### src/design/run_length_pattern_matcher_assert.svh
// Assertion macros shared by the run-length pattern matcher modules.
// No dependencies; include with the bare file name inside a module.
`ifndef RUN_LENGTH_PATTERN_MATCHER_ASSERT_SVH
`define RUN_LENGTH_PATTERN_MATCHER_ASSERT_SVH

// same-cycle implication
`define RLPM_ASSERT_IMP(lbl, clk, rst, ante, cons) \
   lbl: assert property (@(posedge clk) disable iff (rst) (ante) |-> (cons)) \
      else $error("rlpm: same-cycle check failed");

// next-cycle implication
`define RLPM_ASSERT_NEXT(lbl, clk, rst, ante, cons) \
   lbl: assert property (@(posedge clk) disable iff (rst) (ante) |=> (cons)) \
      else $error("rlpm: next-cycle check failed");

`endif

### src/design/rlpm_pkg.sv
// Shared types and constants for the run-length pattern matcher.
// No dependencies.
package rlpm_pkg;

   localparam int BYTE_BITS       = 8;
   localparam int PLEN_BITS       = 5;
   localparam int PAT_ENTRIES     = 16;
   localparam int PAT_IDX_BITS    = 4;
   localparam int PAT_ENTRY_BITS  = 16;
   localparam int CSR_DATA_BITS   = 64;
   localparam int CSR_INDEX_BITS  = 3;
   localparam int MATCH_ADDR_BITS = 32;
   localparam int QUEUE_DEPTH     = 2;
   localparam int QUEUE_PTR_BITS  = 1;

   typedef enum logic [CSR_INDEX_BITS-1:0] {
      CSR_PATTERN_LENGTH  = 3'd0,
      CSR_PATTERN_WORDS_0 = 3'd1,
      CSR_PATTERN_WORDS_1 = 3'd2,
      CSR_PATTERN_WORDS_2 = 3'd3,
      CSR_PATTERN_WORDS_3 = 3'd4
   } csr_index_type;

   typedef logic [PAT_ENTRIES-1:0][PAT_ENTRY_BITS-1:0] pattern_type;

   typedef struct packed {
      logic [PLEN_BITS-1:0] pattern_length;
      pattern_type          pattern;
   } cfg_type;

   typedef struct packed {
      logic last_close;   // last run close caused by this input word
      logic flush;        // end of stream: empty the window afterwards
   } close_flags_type;

   typedef struct packed {
      logic [MATCH_ADDR_BITS-1:0] match_address;
      logic                       last_result;
   } result_type;

   function automatic logic [PAT_ENTRY_BITS-1:0] pat_entry(pattern_type pat,
                                                           logic [31:0] idx);
      logic [PAT_ENTRY_BITS-1:0] val;
      if (idx >= 32'(PAT_ENTRIES)) begin
         val = '0;
      end else begin
         val = pat[idx[PAT_IDX_BITS-1:0]];
      end
      return val;
   endfunction

endpackage

### src/design/rlpm_req_if.sv
// Input word channel: valid/ready handshake with one data byte and end flag.
// Depends on rlpm_pkg.
interface rlpm_req_if import rlpm_pkg::*; ();
   logic                 valid;
   logic                 ready;
   logic [BYTE_BITS-1:0] data_byte;
   logic                 end_of_stream;

   modport source (output valid, data_byte, end_of_stream, input ready);
   modport sink   (input valid, data_byte, end_of_stream, output ready);
endinterface

### src/design/rlpm_rsp_if.sv
// Result word channel: valid/ready handshake with match address and last flag.
// Depends on rlpm_pkg.
interface rlpm_rsp_if import rlpm_pkg::*; ();
   logic                       valid;
   logic                       ready;
   logic [MATCH_ADDR_BITS-1:0] match_address;
   logic                       last_result;

   modport source (output valid, match_address, last_result, input ready);
   modport sink   (input valid, match_address, last_result, output ready);
endinterface

### src/design/rlpm_front.sv
// Front end: tracks the open run, closes runs and pushes them to the close queue.
// Depends on rlpm_pkg, rlpm_req_if and the assertion macro header.
`include "run_length_pattern_matcher_assert.svh"
module rlpm_front import rlpm_pkg::*; #(
   parameter int RUN_BITS  = 16,
   parameter int ADDR_BITS = 32
) (
   input  logic                 clock,
   input  logic                 reset,
   rlpm_req_if.sink             req_ch,
   output logic                 ev_valid,
   input  logic                 ev_ready,
   output logic [RUN_BITS-1:0]  ev_len,
   output logic [ADDR_BITS-1:0] ev_start,
   output close_flags_type      ev_flags
);

   logic [BYTE_BITS-1:0] run_byte_ff, run_byte_in;
   logic [RUN_BITS-1:0]  run_count_ff, run_count_in;
   logic [ADDR_BITS-1:0] run_start_ff, run_start_in;
   logic [ADDR_BITS-1:0] addr_ff, addr_in;
   logic                 eos_pend_ff, eos_pend_in;
   logic [RUN_BITS-1:0]  cnt_inc;
   logic                 same;
   logic                 acc;

   assign req_ch.ready = !eos_pend_ff && ev_ready;
   assign acc          = req_ch.valid && req_ch.ready;
   assign same         = (run_count_ff != '0) && (req_ch.data_byte == run_byte_ff);
   assign cnt_inc      = (run_count_ff == '1) ? run_count_ff
                                              : run_count_ff + RUN_BITS'(1);

   always_comb begin
      run_byte_in  = run_byte_ff;
      run_count_in = run_count_ff;
      run_start_in = run_start_ff;
      addr_in      = addr_ff;
      eos_pend_in  = eos_pend_ff;
      ev_valid     = 1'b0;
      ev_len       = run_count_ff;
      ev_start     = run_start_ff;
      ev_flags     = '{last_close: 1'b1, flush: 1'b0};
      if (eos_pend_ff) begin
         ev_valid = 1'b1;
         ev_flags = '{last_close: 1'b1, flush: 1'b1};
         if (ev_ready) begin
            run_byte_in  = '0;
            run_count_in = '0;
            run_start_in = '0;
            addr_in      = '0;
            eos_pend_in  = 1'b0;
         end
      end else if (acc) begin
         addr_in = addr_ff + ADDR_BITS'(1);
         if (same) begin
            run_count_in = cnt_inc;
            if (req_ch.end_of_stream) begin
               ev_valid     = 1'b1;
               ev_len       = cnt_inc;
               ev_flags     = '{last_close: 1'b1, flush: 1'b1};
               run_byte_in  = '0;
               run_count_in = '0;
               run_start_in = '0;
               addr_in      = '0;
            end
         end else begin
            run_byte_in  = req_ch.data_byte;
            run_count_in = RUN_BITS'(1);
            run_start_in = addr_ff;
            if (run_count_ff != '0) begin
               ev_valid    = 1'b1;
               ev_flags    = '{last_close: !req_ch.end_of_stream, flush: 1'b0};
               eos_pend_in = req_ch.end_of_stream;
            end else if (req_ch.end_of_stream) begin
               ev_valid     = 1'b1;
               ev_len       = RUN_BITS'(1);
               ev_start     = addr_ff;
               ev_flags     = '{last_close: 1'b1, flush: 1'b1};
               run_byte_in  = '0;
               run_count_in = '0;
               run_start_in = '0;
               addr_in      = '0;
            end
         end
      end
   end

   always_ff @(posedge clock) begin
      if (reset) begin
         run_byte_ff  <= '0;
         run_count_ff <= '0;
         run_start_ff <= '0;
         addr_ff      <= '0;
         eos_pend_ff  <= 1'b0;
      end else begin
         run_byte_ff  <= run_byte_in;
         run_count_ff <= run_count_in;
         run_start_ff <= run_start_in;
         addr_ff      <= addr_in;
         eos_pend_ff  <= eos_pend_in;
      end
   end

   `RLPM_ASSERT_NEXT(a_eos_clears, clock, reset, acc && req_ch.end_of_stream, (run_count_ff == '0) || eos_pend_ff)
   `RLPM_ASSERT_IMP(a_pend_single, clock, reset, eos_pend_ff, run_count_ff == RUN_BITS'(1))
   `RLPM_ASSERT_NEXT(a_pend_drains, clock, reset, eos_pend_ff && ev_ready, !eos_pend_ff && (addr_ff == '0))

endmodule

### src/design/rlpm_queue.sv
// Two-word queue carrying closed runs from the front end to the back end.
// Depends on rlpm_pkg.
module rlpm_queue import rlpm_pkg::*; #(
   parameter int WIDTH = 50
) (
   input  logic             clock,
   input  logic             reset,
   input  logic             in_valid,
   output logic             in_ready,
   input  logic [WIDTH-1:0] in_data,
   output logic             out_valid,
   input  logic             out_ready,
   output logic [WIDTH-1:0] out_data
);

   logic [WIDTH-1:0]          data_ff [QUEUE_DEPTH];
   logic [QUEUE_PTR_BITS-1:0] wr_ptr_ff, rd_ptr_ff;
   logic [QUEUE_PTR_BITS:0]   count_ff, count_in;
   logic                      push, pop;

   assign in_ready  = (count_ff != (QUEUE_PTR_BITS+1)'(QUEUE_DEPTH));
   assign out_valid = (count_ff != '0);
   assign out_data  = data_ff[rd_ptr_ff];
   assign push      = in_valid && in_ready;
   assign pop       = out_valid && out_ready;

   always_comb begin
      count_in = count_ff;
      if (push && !pop) begin
         count_in = count_ff + (QUEUE_PTR_BITS+1)'(1);
      end else if (pop && !push) begin
         count_in = count_ff - (QUEUE_PTR_BITS+1)'(1);
      end
   end

   always_ff @(posedge clock) begin
      if (push) begin
         data_ff[wr_ptr_ff] <= in_data;
      end
   end

   always_ff @(posedge clock) begin
      if (reset) begin
         wr_ptr_ff <= '0;
         rd_ptr_ff <= '0;
         count_ff  <= '0;
      end else begin
         if (push) begin
            wr_ptr_ff <= wr_ptr_ff + QUEUE_PTR_BITS'(1);
         end
         if (pop) begin
            rd_ptr_ff <= rd_ptr_ff + QUEUE_PTR_BITS'(1);
         end
         count_ff <= count_in;
      end
   end

endmodule

### src/design/rlpm_back.sv
// Back end: run-length window, parallel pattern compare and two-slot result buffer.
// Depends on rlpm_pkg, rlpm_rsp_if and the assertion macro header.
`include "run_length_pattern_matcher_assert.svh"
module rlpm_back import rlpm_pkg::*; #(
   parameter int PATTERN_MAX = 16,
   parameter int RUN_BITS    = 16,
   parameter int ADDR_BITS   = 32
) (
   input  logic                 clock,
   input  logic                 reset,
   input  cfg_type              cfg,
   input  logic                 ev_valid,
   output logic                 ev_ready,
   input  logic [RUN_BITS-1:0]  ev_len,
   input  logic [ADDR_BITS-1:0] ev_start,
   input  close_flags_type      ev_flags,
   rlpm_rsp_if.source           rsp_ch
);

   localparam int LEN_BITS = $clog2(PATTERN_MAX + 1);
   localparam int IDX_BITS = (PATTERN_MAX > 1) ? $clog2(PATTERN_MAX) : 1;
   localparam int CMP_BITS = (RUN_BITS > PAT_ENTRY_BITS) ? RUN_BITS : PAT_ENTRY_BITS;

   logic [RUN_BITS-1:0]       win_len_ff   [PATTERN_MAX];
   logic [ADDR_BITS-1:0]      win_start_ff [PATTERN_MAX];
   logic [LEN_BITS-1:0]       fill_ff, fill_in;
   logic [RUN_BITS-1:0]       sh_len       [PATTERN_MAX];
   logic [ADDR_BITS-1:0]      sh_start     [PATTERN_MAX];
   logic [PAT_ENTRY_BITS-1:0] pat_sel      [PATTERN_MAX];
   logic [PATTERN_MAX-1:0]    eq;
   logic [LEN_BITS-1:0]       fill_new;
   logic [LEN_BITS-1:0]       plen;
   logic [IDX_BITS-1:0]       sel;
   logic                      match;
   logic [MATCH_ADDR_BITS-1:0] match_addr;

   logic                       pend_valid_ff, pend_valid_in;
   logic [MATCH_ADDR_BITS-1:0] pend_addr_ff, pend_addr_in;

   result_type slot_ff [2];
   result_type slot_in [2];
   logic [1:0] o_cnt_ff, o_cnt_in;
   logic [1:0] cnt_rem;
   logic [1:0] free;
   logic [1:0] n_push;
   logic       pop;
   logic       ev_do;
   result_type res_a, res_b;

   // window after shifting in the closed run
   always_comb begin
      sh_len[0]   = ev_len;
      sh_start[0] = ev_start;
      for (int i = 1; i < PATTERN_MAX; i++) begin
         sh_len[i]   = win_len_ff[i-1];
         sh_start[i] = win_start_ff[i-1];
      end
   end

   assign plen     = (32'(cfg.pattern_length) > 32'(PATTERN_MAX)) ? LEN_BITS'(PATTERN_MAX)
                                                                 : LEN_BITS'(cfg.pattern_length);
   assign fill_new = (fill_ff == LEN_BITS'(PATTERN_MAX)) ? fill_ff : fill_ff + LEN_BITS'(1);
   assign sel      = IDX_BITS'(plen - LEN_BITS'(1));

   // window entry j meets pattern entry plen-1-j
   always_comb begin
      for (int j = 0; j < PATTERN_MAX; j++) begin
         pat_sel[j] = pat_entry(cfg.pattern, 32'(plen) - 32'(j) - 32'd1);
         eq[j]      = (j >= int'(plen)) ||
                      (CMP_BITS'(sh_len[j]) == CMP_BITS'(pat_sel[j]));
      end
   end

   assign match      = (plen != '0) && (fill_new >= plen) && (&eq);
   assign match_addr = MATCH_ADDR_BITS'(sh_start[sel]);

   // result buffer bookkeeping
   assign pop     = (o_cnt_ff != 2'd0) && rsp_ch.ready;
   assign cnt_rem = o_cnt_ff - {1'b0, pop};
   assign free    = 2'd2 - cnt_rem;

   always_comb begin
      n_push = 2'd0;
      res_a  = '{match_address: match_addr, last_result: 1'b1};
      res_b  = '{match_address: match_addr, last_result: 1'b1};
      if (ev_flags.last_close) begin
         if (pend_valid_ff) begin
            n_push = match ? 2'd2 : 2'd1;
            res_a  = '{match_address: pend_addr_ff, last_result: !match};
         end else begin
            n_push = {1'b0, match};
         end
      end
   end

   assign ev_ready = (n_push <= free);
   assign ev_do    = ev_valid && ev_ready;

   always_comb begin
      pend_valid_in = pend_valid_ff;
      pend_addr_in  = pend_addr_ff;
      fill_in       = fill_ff;
      if (ev_do) begin
         fill_in = ev_flags.flush ? '0 : fill_new;
         if (ev_flags.last_close) begin
            pend_valid_in = 1'b0;
         end else if (match) begin
            pend_valid_in = 1'b1;
            pend_addr_in  = match_addr;
         end
      end
   end

   always_comb begin
      slot_in[0] = (cnt_rem != 2'd0) ? (pop ? slot_ff[1] : slot_ff[0]) : res_a;
      slot_in[1] = (cnt_rem == 2'd2) ? slot_ff[1] :
                   (cnt_rem == 2'd1) ? res_a : res_b;
      o_cnt_in   = cnt_rem + (ev_do ? n_push : 2'd0);
   end

   assign rsp_ch.valid         = (o_cnt_ff != 2'd0);
   assign rsp_ch.match_address = slot_ff[0].match_address;
   assign rsp_ch.last_result   = slot_ff[0].last_result;

   always_ff @(posedge clock) begin
      if (ev_do) begin
         for (int i = 0; i < PATTERN_MAX; i++) begin
            win_len_ff[i]   <= sh_len[i];
            win_start_ff[i] <= sh_start[i];
         end
      end
      pend_addr_ff <= pend_addr_in;
      slot_ff[0]   <= slot_in[0];
      slot_ff[1]   <= slot_in[1];
   end

   always_ff @(posedge clock) begin
      if (reset) begin
         fill_ff       <= '0;
         pend_valid_ff <= 1'b0;
         o_cnt_ff      <= 2'd0;
      end else begin
         fill_ff       <= fill_in;
         pend_valid_ff <= pend_valid_in;
         o_cnt_ff      <= o_cnt_in;
      end
   end

   `RLPM_ASSERT_IMP(a_out_bound, clock, reset, 1'b1, o_cnt_ff <= 2'd2)
   `RLPM_ASSERT_IMP(a_pend_pairs, clock, reset, pend_valid_ff && ev_do, ev_flags.last_close)
   `RLPM_ASSERT_NEXT(a_pend_set, clock, reset, ev_do && !ev_flags.last_close && match, pend_valid_ff)

endmodule

### src/design/run_length_pattern_matcher.sv
// Top level of the run-length pattern matcher: control registers and wiring.
// Depends on rlpm_pkg, rlpm_req_if, rlpm_rsp_if, rlpm_front, rlpm_queue, rlpm_back.
//
//   channel  dir  handshake       payload
//   req_ch   in   valid/ready     data_byte[7:0], end_of_stream
//   rsp_ch   out  valid/ready     match_address[31:0], last_result
//   csr_*    in   csr_wr_en only  csr_index[2:0], csr_wr_data[63:0]
//
// One byte per cycle while the close queue has room; an end-of-stream byte that also
// closes the previous run stalls req_ch until the front end, pushing one run close
// per cycle into the queue, has pushed both. A match passes the close queue and the
// result buffer registers on its way to rsp_ch.
// Reset is synchronous; no clearing pass, the window is tracked by a fill count.
// req_ch stalls when the two-word close queue is full; the back end stalls a
// close whose results do not fit in the two-slot result buffer.
module run_length_pattern_matcher import rlpm_pkg::*; #(
   parameter int PATTERN_MAX = 16,
   parameter int RUN_BITS    = 16,
   parameter int ADDR_BITS   = 32
) (
   input  logic                      clock,
   input  logic                      reset,
   rlpm_req_if.sink                  req_ch,
   rlpm_rsp_if.source                rsp_ch,
   input  logic                      csr_wr_en,
   input  logic [CSR_INDEX_BITS-1:0] csr_index,
   input  logic [CSR_DATA_BITS-1:0]  csr_wr_data
);

   localparam int FLAG_BITS = $bits(close_flags_type);
   localparam int EV_BITS   = FLAG_BITS + ADDR_BITS + RUN_BITS;

   cfg_type cfg_ff, cfg_in;

   logic                 f_valid, f_ready;
   logic [RUN_BITS-1:0]  f_len;
   logic [ADDR_BITS-1:0] f_start;
   close_flags_type      f_flags;

   logic                 b_valid, b_ready;
   logic [EV_BITS-1:0]   b_data;
   logic [RUN_BITS-1:0]  b_len;
   logic [ADDR_BITS-1:0] b_start;
   close_flags_type      b_flags;

   always_comb begin
      cfg_in = cfg_ff;
      if (csr_wr_en) begin
         unique case (csr_index)
            CSR_PATTERN_LENGTH:  cfg_in.pattern_length = csr_wr_data[PLEN_BITS-1:0];
            CSR_PATTERN_WORDS_0: cfg_in.pattern[0 +: 4]  = csr_wr_data;
            CSR_PATTERN_WORDS_1: cfg_in.pattern[4 +: 4]  = csr_wr_data;
            CSR_PATTERN_WORDS_2: cfg_in.pattern[8 +: 4]  = csr_wr_data;
            CSR_PATTERN_WORDS_3: cfg_in.pattern[12 +: 4] = csr_wr_data;
            default:             cfg_in = cfg_ff;
         endcase
      end
   end

   always_ff @(posedge clock) begin
      if (reset) begin
         cfg_ff.pattern_length <= PLEN_BITS'(1);
         cfg_ff.pattern        <= '0;
      end else begin
         cfg_ff <= cfg_in;
      end
   end

   rlpm_front #(
      .RUN_BITS  (RUN_BITS),
      .ADDR_BITS (ADDR_BITS)
   ) u_front (
      .clock    (clock),
      .reset    (reset),
      .req_ch   (req_ch),
      .ev_valid (f_valid),
      .ev_ready (f_ready),
      .ev_len   (f_len),
      .ev_start (f_start),
      .ev_flags (f_flags)
   );

   rlpm_queue #(
      .WIDTH (EV_BITS)
   ) u_queue (
      .clock     (clock),
      .reset     (reset),
      .in_valid  (f_valid),
      .in_ready  (f_ready),
      .in_data   ({f_flags, f_start, f_len}),
      .out_valid (b_valid),
      .out_ready (b_ready),
      .out_data  (b_data)
   );

   assign b_len   = b_data[RUN_BITS-1:0];
   assign b_start = b_data[RUN_BITS +: ADDR_BITS];
   assign b_flags = b_data[EV_BITS-1 -: FLAG_BITS];

   rlpm_back #(
      .PATTERN_MAX (PATTERN_MAX),
      .RUN_BITS    (RUN_BITS),
      .ADDR_BITS   (ADDR_BITS)
   ) u_back (
      .clock    (clock),
      .reset    (reset),
      .cfg      (cfg_ff),
      .ev_valid (b_valid),
      .ev_ready (b_ready),
      .ev_len   (b_len),
      .ev_start (b_start),
      .ev_flags (b_flags),
      .rsp_ch   (rsp_ch)
   );

endmodule

### src/flat_wrapper.sv
// flat-port wrapper written by rule: the top's interface ports become plain ports
module run_length_pattern_matcher_flat import rlpm_pkg::*;
#(
   parameter int PATTERN_MAX = 16,
   parameter int RUN_BITS    = 16,
   parameter int ADDR_BITS   = 32
)
  (clock, reset, csr_wr_en, csr_index, csr_wr_data, req_ch_valid, req_ch_data_byte, req_ch_end_of_stream, req_ch_ready, rsp_ch_valid, rsp_ch_match_address, rsp_ch_last_result, rsp_ch_ready);
  rlpm_req_if req_ch_i ();
  rlpm_rsp_if rsp_ch_i ();
  input  logic clock;
  input  logic reset;
  input  logic csr_wr_en;
  input  logic [CSR_INDEX_BITS-1:0] csr_index;
  input  logic [CSR_DATA_BITS-1:0] csr_wr_data;
  input wire logic [$bits(req_ch_i.valid)-1:0] req_ch_valid;
  input wire logic [$bits(req_ch_i.data_byte)-1:0] req_ch_data_byte;
  input wire logic [$bits(req_ch_i.end_of_stream)-1:0] req_ch_end_of_stream;
  output wire logic [$bits(req_ch_i.ready)-1:0] req_ch_ready;
  output wire logic [$bits(rsp_ch_i.valid)-1:0] rsp_ch_valid;
  output wire logic [$bits(rsp_ch_i.match_address)-1:0] rsp_ch_match_address;
  output wire logic [$bits(rsp_ch_i.last_result)-1:0] rsp_ch_last_result;
  input wire logic [$bits(rsp_ch_i.ready)-1:0] rsp_ch_ready;
  assign req_ch_i.valid = req_ch_valid;
  assign req_ch_i.data_byte = req_ch_data_byte;
  assign req_ch_i.end_of_stream = req_ch_end_of_stream;
  assign req_ch_ready = req_ch_i.ready;
  assign rsp_ch_valid = rsp_ch_i.valid;
  assign rsp_ch_match_address = rsp_ch_i.match_address;
  assign rsp_ch_last_result = rsp_ch_i.last_result;
  assign rsp_ch_i.ready = rsp_ch_ready;
  run_length_pattern_matcher #(.PATTERN_MAX(PATTERN_MAX), .RUN_BITS(RUN_BITS), .ADDR_BITS(ADDR_BITS)) u_core (.clock(clock), .reset(reset), .req_ch(req_ch_i), .rsp_ch(rsp_ch_i), .csr_wr_en(csr_wr_en), .csr_index(csr_index), .csr_wr_data(csr_wr_data));
endmodule
### config.mk
export PLATFORM = sky130hd
export DESIGN_NAME = run_length_pattern_matcher_flat
export DESIGN_NICKNAME = d
export VERILOG_FILES = /design/src/design/rlpm_pkg.sv /design/src/design/rlpm_req_if.sv /design/src/design/rlpm_rsp_if.sv /design/src/design/rlpm_front.sv /design/src/design/rlpm_queue.sv /design/src/design/rlpm_back.sv /design/src/design/run_length_pattern_matcher.sv /design/src/flat_wrapper.sv
export VERILOG_INCLUDE_DIRS = /design/src /design/src/design
export SDC_FILE = /design/constraint.sdc
export NUM_CORES = 2
export LEC_CHECK = 0
export BUFFER_PORTS_ARGS = -buffer_cell sky130_fd_sc_hd__buf_2
export CAP_MARGIN = 20
export CORE_MARGIN = 2
export CORE_UTILIZATION = 64
export CTS_CLUSTER_DIAMETER = 200
export DETAILED_ROUTE_END_ITERATION = 10
export GPL_TIMING_DRIVEN = 0
export PLACE_DENSITY_LB_ADDON = 0.15
export RECOVER_POWER = 25
export SLEW_MARGIN = 0
export SYNTH_ARGS = -nofsm -noshare
export SYNTH_HDL_FRONTEND = slang
export SYNTH_SLANG_ARGS = --single-unit
export TNS_END_PERCENT = 20
### constraint.sdc
create_clock -name clock -period 25.7 [get_ports clock]
set_input_delay 2.57 -clock clock [delete_from_list [all_inputs] [get_ports clock]]
set_output_delay 2.57 -clock clock [all_outputs]
set_load 0.02 [all_outputs]
==> results of run 1 <==
==> metal layers <==
metal  global-route usage, %  overflow
met5                    30.8         0
met2                    87.2        13
met3                    55.1         1
met4                    62.5        12
met1                    76.2         2
==> stage by stage <==
| stage | hold slack (ns) | TNS, ns |
|---|---|---|
| floorplan | 0.421 | 0 |
| global placement | 0.422 | -4638.78 |
| detailed placement | 0.429 | 0 |
| CTS | 0.400 | 0 |
==> kinds of logic after synthesis <==
group	count (synthesis)	share of synthesized area [%]
flops	1281	48.3
fa+ha+maj	40	0.694
buf+inv	585	3.92
mux	882	17.9
compound gates	1511	13.6
simple gates	2000	13.5
xor+xnor	167	2.06
==> impl_metrics.yaml, run 1 <==
outcome:
  status: "stopped before the end"
  stop_stage: "global routing (5_1_grt)"
  error: "[ERROR GRT-0116] Global routing finished with congestion. Check the congestion regions in the DRC Viewer."
placement:
  io_buffers: 113
  finalWeightedCongestion: 1.30
  dpl_cell_area_um2: 75100
  place_ws_ns: 10.30
  dp_hpwl_um: 294000
  dp_cells: 8106
synth:
  syn_nets: 6587
  seq_area_frac_synth_pct: 48.3
  yosysMostFrequentCell: "nand2_1"
  synth.area.top_cells: "edfxtp_1 (38%), dfxtp_1 (10%), mux4_2 (9.4%)"
  async_reset_ff_share_pct: 0
  netlist_area_um2: 72100
  ys_warn_count: 0
  syn-mean-instance-area_um2: 11.2
  ys_types: 124
  syn_inst: 6466
  synth_top_area_share_pct: 38.2
  synth_ff_type: "edfxtp_1"
  yosysTopAreaCell: "edfxtp_1"
  synth-seq-cells: 1281
  synth_commonest_cells: "nand2_1 (940), edfxtp_1 (918), a21oi_1 (538), dfxtp_1 (363), mux2i_1 (362)"
  synth_edf_count: 918
floorplan:
  die_w_um: 340
  ios: 116
  start_util_pct: 64.3
  dieHeight_um: 340
  num_rows: 123
clock_tree:
  post_cts_resized: 0
  htreeDepth: 3
  post-cts-setup-buffers: 0
  ctsLongestPathBuffers: 3
  cts_sinks: 1281
  cts_root_buffer: "clkbuf_16"
  cts_hold_buf: 0
  cts_buffers: 121
global_routing:
  grt_first_pass_wirelength_um: 569000
  grt_max_degree: 151
  grt_util_all_layers_pct: 71.5
  overflow: 28
  grt_pass1_vias: 71800
==> run 2, diff against run 1 <==
--- a/config.mk
+++ b/config.mk
@@ -9,8 +9,7 @@
 export BUFFER_PORTS_ARGS = -buffer_cell sky130_fd_sc_hd__buf_2
 export CAP_MARGIN = 20
 export CORE_MARGIN = 2
-export CORE_UTILIZATION = 64
-export CTS_CLUSTER_DIAMETER = 200
+export CORE_UTILIZATION = 40
 export DETAILED_ROUTE_END_ITERATION = 10
 export GPL_TIMING_DRIVEN = 0
 export PLACE_DENSITY_LB_ADDON = 0.15
==> impl_metrics.yaml, run 2 <==
final_layout:
  final_cell_area_um2: 81300
  area_growth_pct: 12.7
  largest_reg_flops: 480
  multiInputGateArea_um2: 34500
  stdcell_count: 9300
  seqCellArea_um2: 34800
  top_regs: "u_core.u_back.win_start_ff: 480 flops, u_core.cfg_ff: 261 flops, u_core.u_back.win_len_ff: 240 flops"
  drive_above_1_share_pct: 18.3
  final_nets: 6937
  nFillCells: 16800
  top_register: "u_core.u_back.win_start_ff"
  fin_util_pct: 45.5
  final_common_cell: "nand2_1"
  layout_common_cells: "nand2_1 (940), edfxtp_1 (918), a21oi_1 (538)"
sta:
  period_needed_ns: 16.78
  setup_viol: 0
  slew_viol_final: 0
  fin_crit_sh_pct: 65.3
  slew_headroom_pct: 9.46
  rsz0062_at_grt: "no"
  fin_tns_setup_ns: 0
  max_freq_mhz: 59.6
  hold_viol: 0
  tightest_slew_ns: 1.36
  fin_worst_skew_ns: 0.0634
min_path:
  min_path_type: "reg -> reg"
  hold_end: "u_core.u_back.win_start_ff[0][254]"
  hold_depth: 0
  worstHoldStart: "u_core.u_back.win_start_ff[0][222]"
routing:
  drtAntennaViolNets: 0
  routed_wl_um: 424000
  drc_errors: 0
  dr.pass1.iters: 9
  via_count: 65000
  via_per_inst: 6.99
  drt_iter0_drc: 11100
  wl_per_cell_um: 45.6
placement:
  dp_cells: 9017
  dp_hpwl_um: 335000
  dpl_cell_area_um2: 76800
  finalWeightedCongestion: 1.14
  io_buffers: 113
power:
  power_density_nw_per_um2: 102
  p_leak_uw: 0.0272
  peakVddDrop_v: 0.000156
setup_path:
  r2r-start: "u_core.cfg_ff[256]"
  cpMostUsedCell: "buf_2"
  reg2regPathDepth: 39
  crit_slowest_cell: "mux2i_1"
  start_kind: "register"
  worstSetupEndpointType: "register"
  cp_max_fo: 135
  worst-setup-path-type: "reg -> reg"
  r2r-end: "u_core.u_back.win_len_ff[1][108]"
  max_stage_delay_ns: 0.93
  required_ns: 26.13
  r2r_setup_slack_ns: 8.92
  worstPathArrival_ns: 17.21
floorplan:
  dieHeight_um: 429
  die_area_um2: 184000
  ios: 116
  die_w_um: 429
  coreArea_um2: 179000
  num_rows: 155
  start_util_pct: 40.3
synth:
  synth_top_area_share_pct: 38.2
  ys_warn_count: 0
  synth-seq-cells: 1281
  synth_commonest_cells: "nand2_1 (940), edfxtp_1 (918), a21oi_1 (538), dfxtp_1 (363), mux2i_1 (362)"
  syn-mean-instance-area_um2: 11.2
  synth.area.top_cells: "edfxtp_1 (38%), dfxtp_1 (10%), mux4_2 (9.4%)"
  seq_area_frac_synth_pct: 48.3
  syn_inst: 6466
  async_reset_ff_share_pct: 0
  netlist_area_um2: 72100
  synth_edf_count: 918
  yosysTopAreaCell: "edfxtp_1"
  syn_nets: 6587
  synth_ff_type: "edfxtp_1"
  ys_types: 124
  yosysMostFrequentCell: "nand2_1"
global_routing:
  grt_max_degree: 136
  grt_util_all_layers_pct: 44.7
  antenna_found_initial: 45
  overflow: 0
  grt_first_pass_wirelength_um: 549000
  grt_pass1_vias: 58600
clock_tree:
  cts_buffers: 139
  cts_root_buffer: "clkbuf_16"
  htreeDepth: 4
  clk_pin_slew_ns: 0.06
  cts_hold_buf: 0
  ctsLongestPathBuffers: 3
  post-cts-setup-buffers: 0
  post_cts_resized: 0
  worstSkewPairLatency_ns: 0.81
  cts_sinks: 1281
  cts_tree: "built"
flow_run:
  cap_viol_max_count: 0
outcome:
  status: "finished clean"
run 2: cell counts after synthesis:
Identical to the previous run, type by type.
run 2: layout make-up:
type	instances	share of cell area, %
well taps	2355	3.62
clock inverters	72	0.776
flip-flops and latches	1281	42.8
repair buffers	209	2.11
inverters	65	0.315
diodes	18	0.0554
plain buffers	520	3.18
multi-input cells	4600	42.5
clock buffers	180	4.63
run 2: through the flow:
| step | worst slack, ns | power (uW) | hold slack (ns) |
|---|---|---|---|
| 6_report | 8.92 | 8320 | 0.436 |
| 5_1_grt | 9.22 | 8600 | 0.447 |
| 4_1_cts | 9.51 | 8270 | 0.440 |
| 3_5_place_dp | 9.52 | 6300 | 0.427 |
| 3_3_place_gp | -14.59 | 6250 | 0.423 |
| 2_1_floorplan | 3.64 | 5640 | 0.421 |
run 2: logic make-up (layout without fill, tap and decap cells):
kind of cell	after synthesis	after routing	share of synthesized area, %
simple gates	2000	2000	13.5
buf+inv	585	1046	3.92
other cells	0	18	0
compound gates	1511	1511	13.6
xor+xnor	167	167	2.06
flops	1281	1281	48.3
fa+ha+maj	40	40	0.694
mux	882	882	17.9
run 2: report_power, final:
| group | internal [uW] | switching [uW] | total [uW] |
|---|---|---|---|
| Sequential | 3500 | 654 | 4160 |
| Combinational | 710 | 1490 | 2200 |
| Clock | 1100 | 858 | 1960 |
| Total | 5310 | 3010 | 8320 |
run 2: worst max path at each step:
stage                       start                               end  cells past startpoint
2_1_floorplan  u_core.cfg_ff[256]         u_core.u_back.o_cnt_ff[1]                     37
5_1_grt        u_core.cfg_ff[256]   u_core.u_back.win_len_ff[1][94]                     39
6_report       u_core.cfg_ff[256]  u_core.u_back.win_len_ff[1][108]                     39
3_3_place_gp   u_core.cfg_ff[256]       u_core.u_back.pend_valid_ff                     38
3_5_place_dp   u_core.cfg_ff[256]   u_core.u_back.win_len_ff[1][65]                     39
4_1_cts        u_core.cfg_ff[256]   u_core.u_back.win_len_ff[1][84]                     39
run 2: critical path, delay by kind of cell (launching register included):
family	cells	cell delay [ns]
xor gates and xnor gates	1	0.24
buffers and inverters	21	9.63
AOI/OAI and AO/OA	5	1.40
DFF	1	0.65
adders and majority gates	3	0.70
and+or+nand+nor	7	1.62
muxes	2	1.47
run 2: metal layers:
layer  up-vias  routed length, um  GRT usage (%)
li1      25600                  -              -
met1     33000             170000           60.2
met2      5326             157000           56.7
met3      1163              64300           21.2
met4        16              32400           28.1
met5         -                171          0.338
No activity file was read; power rests on OpenSTA's default activity.
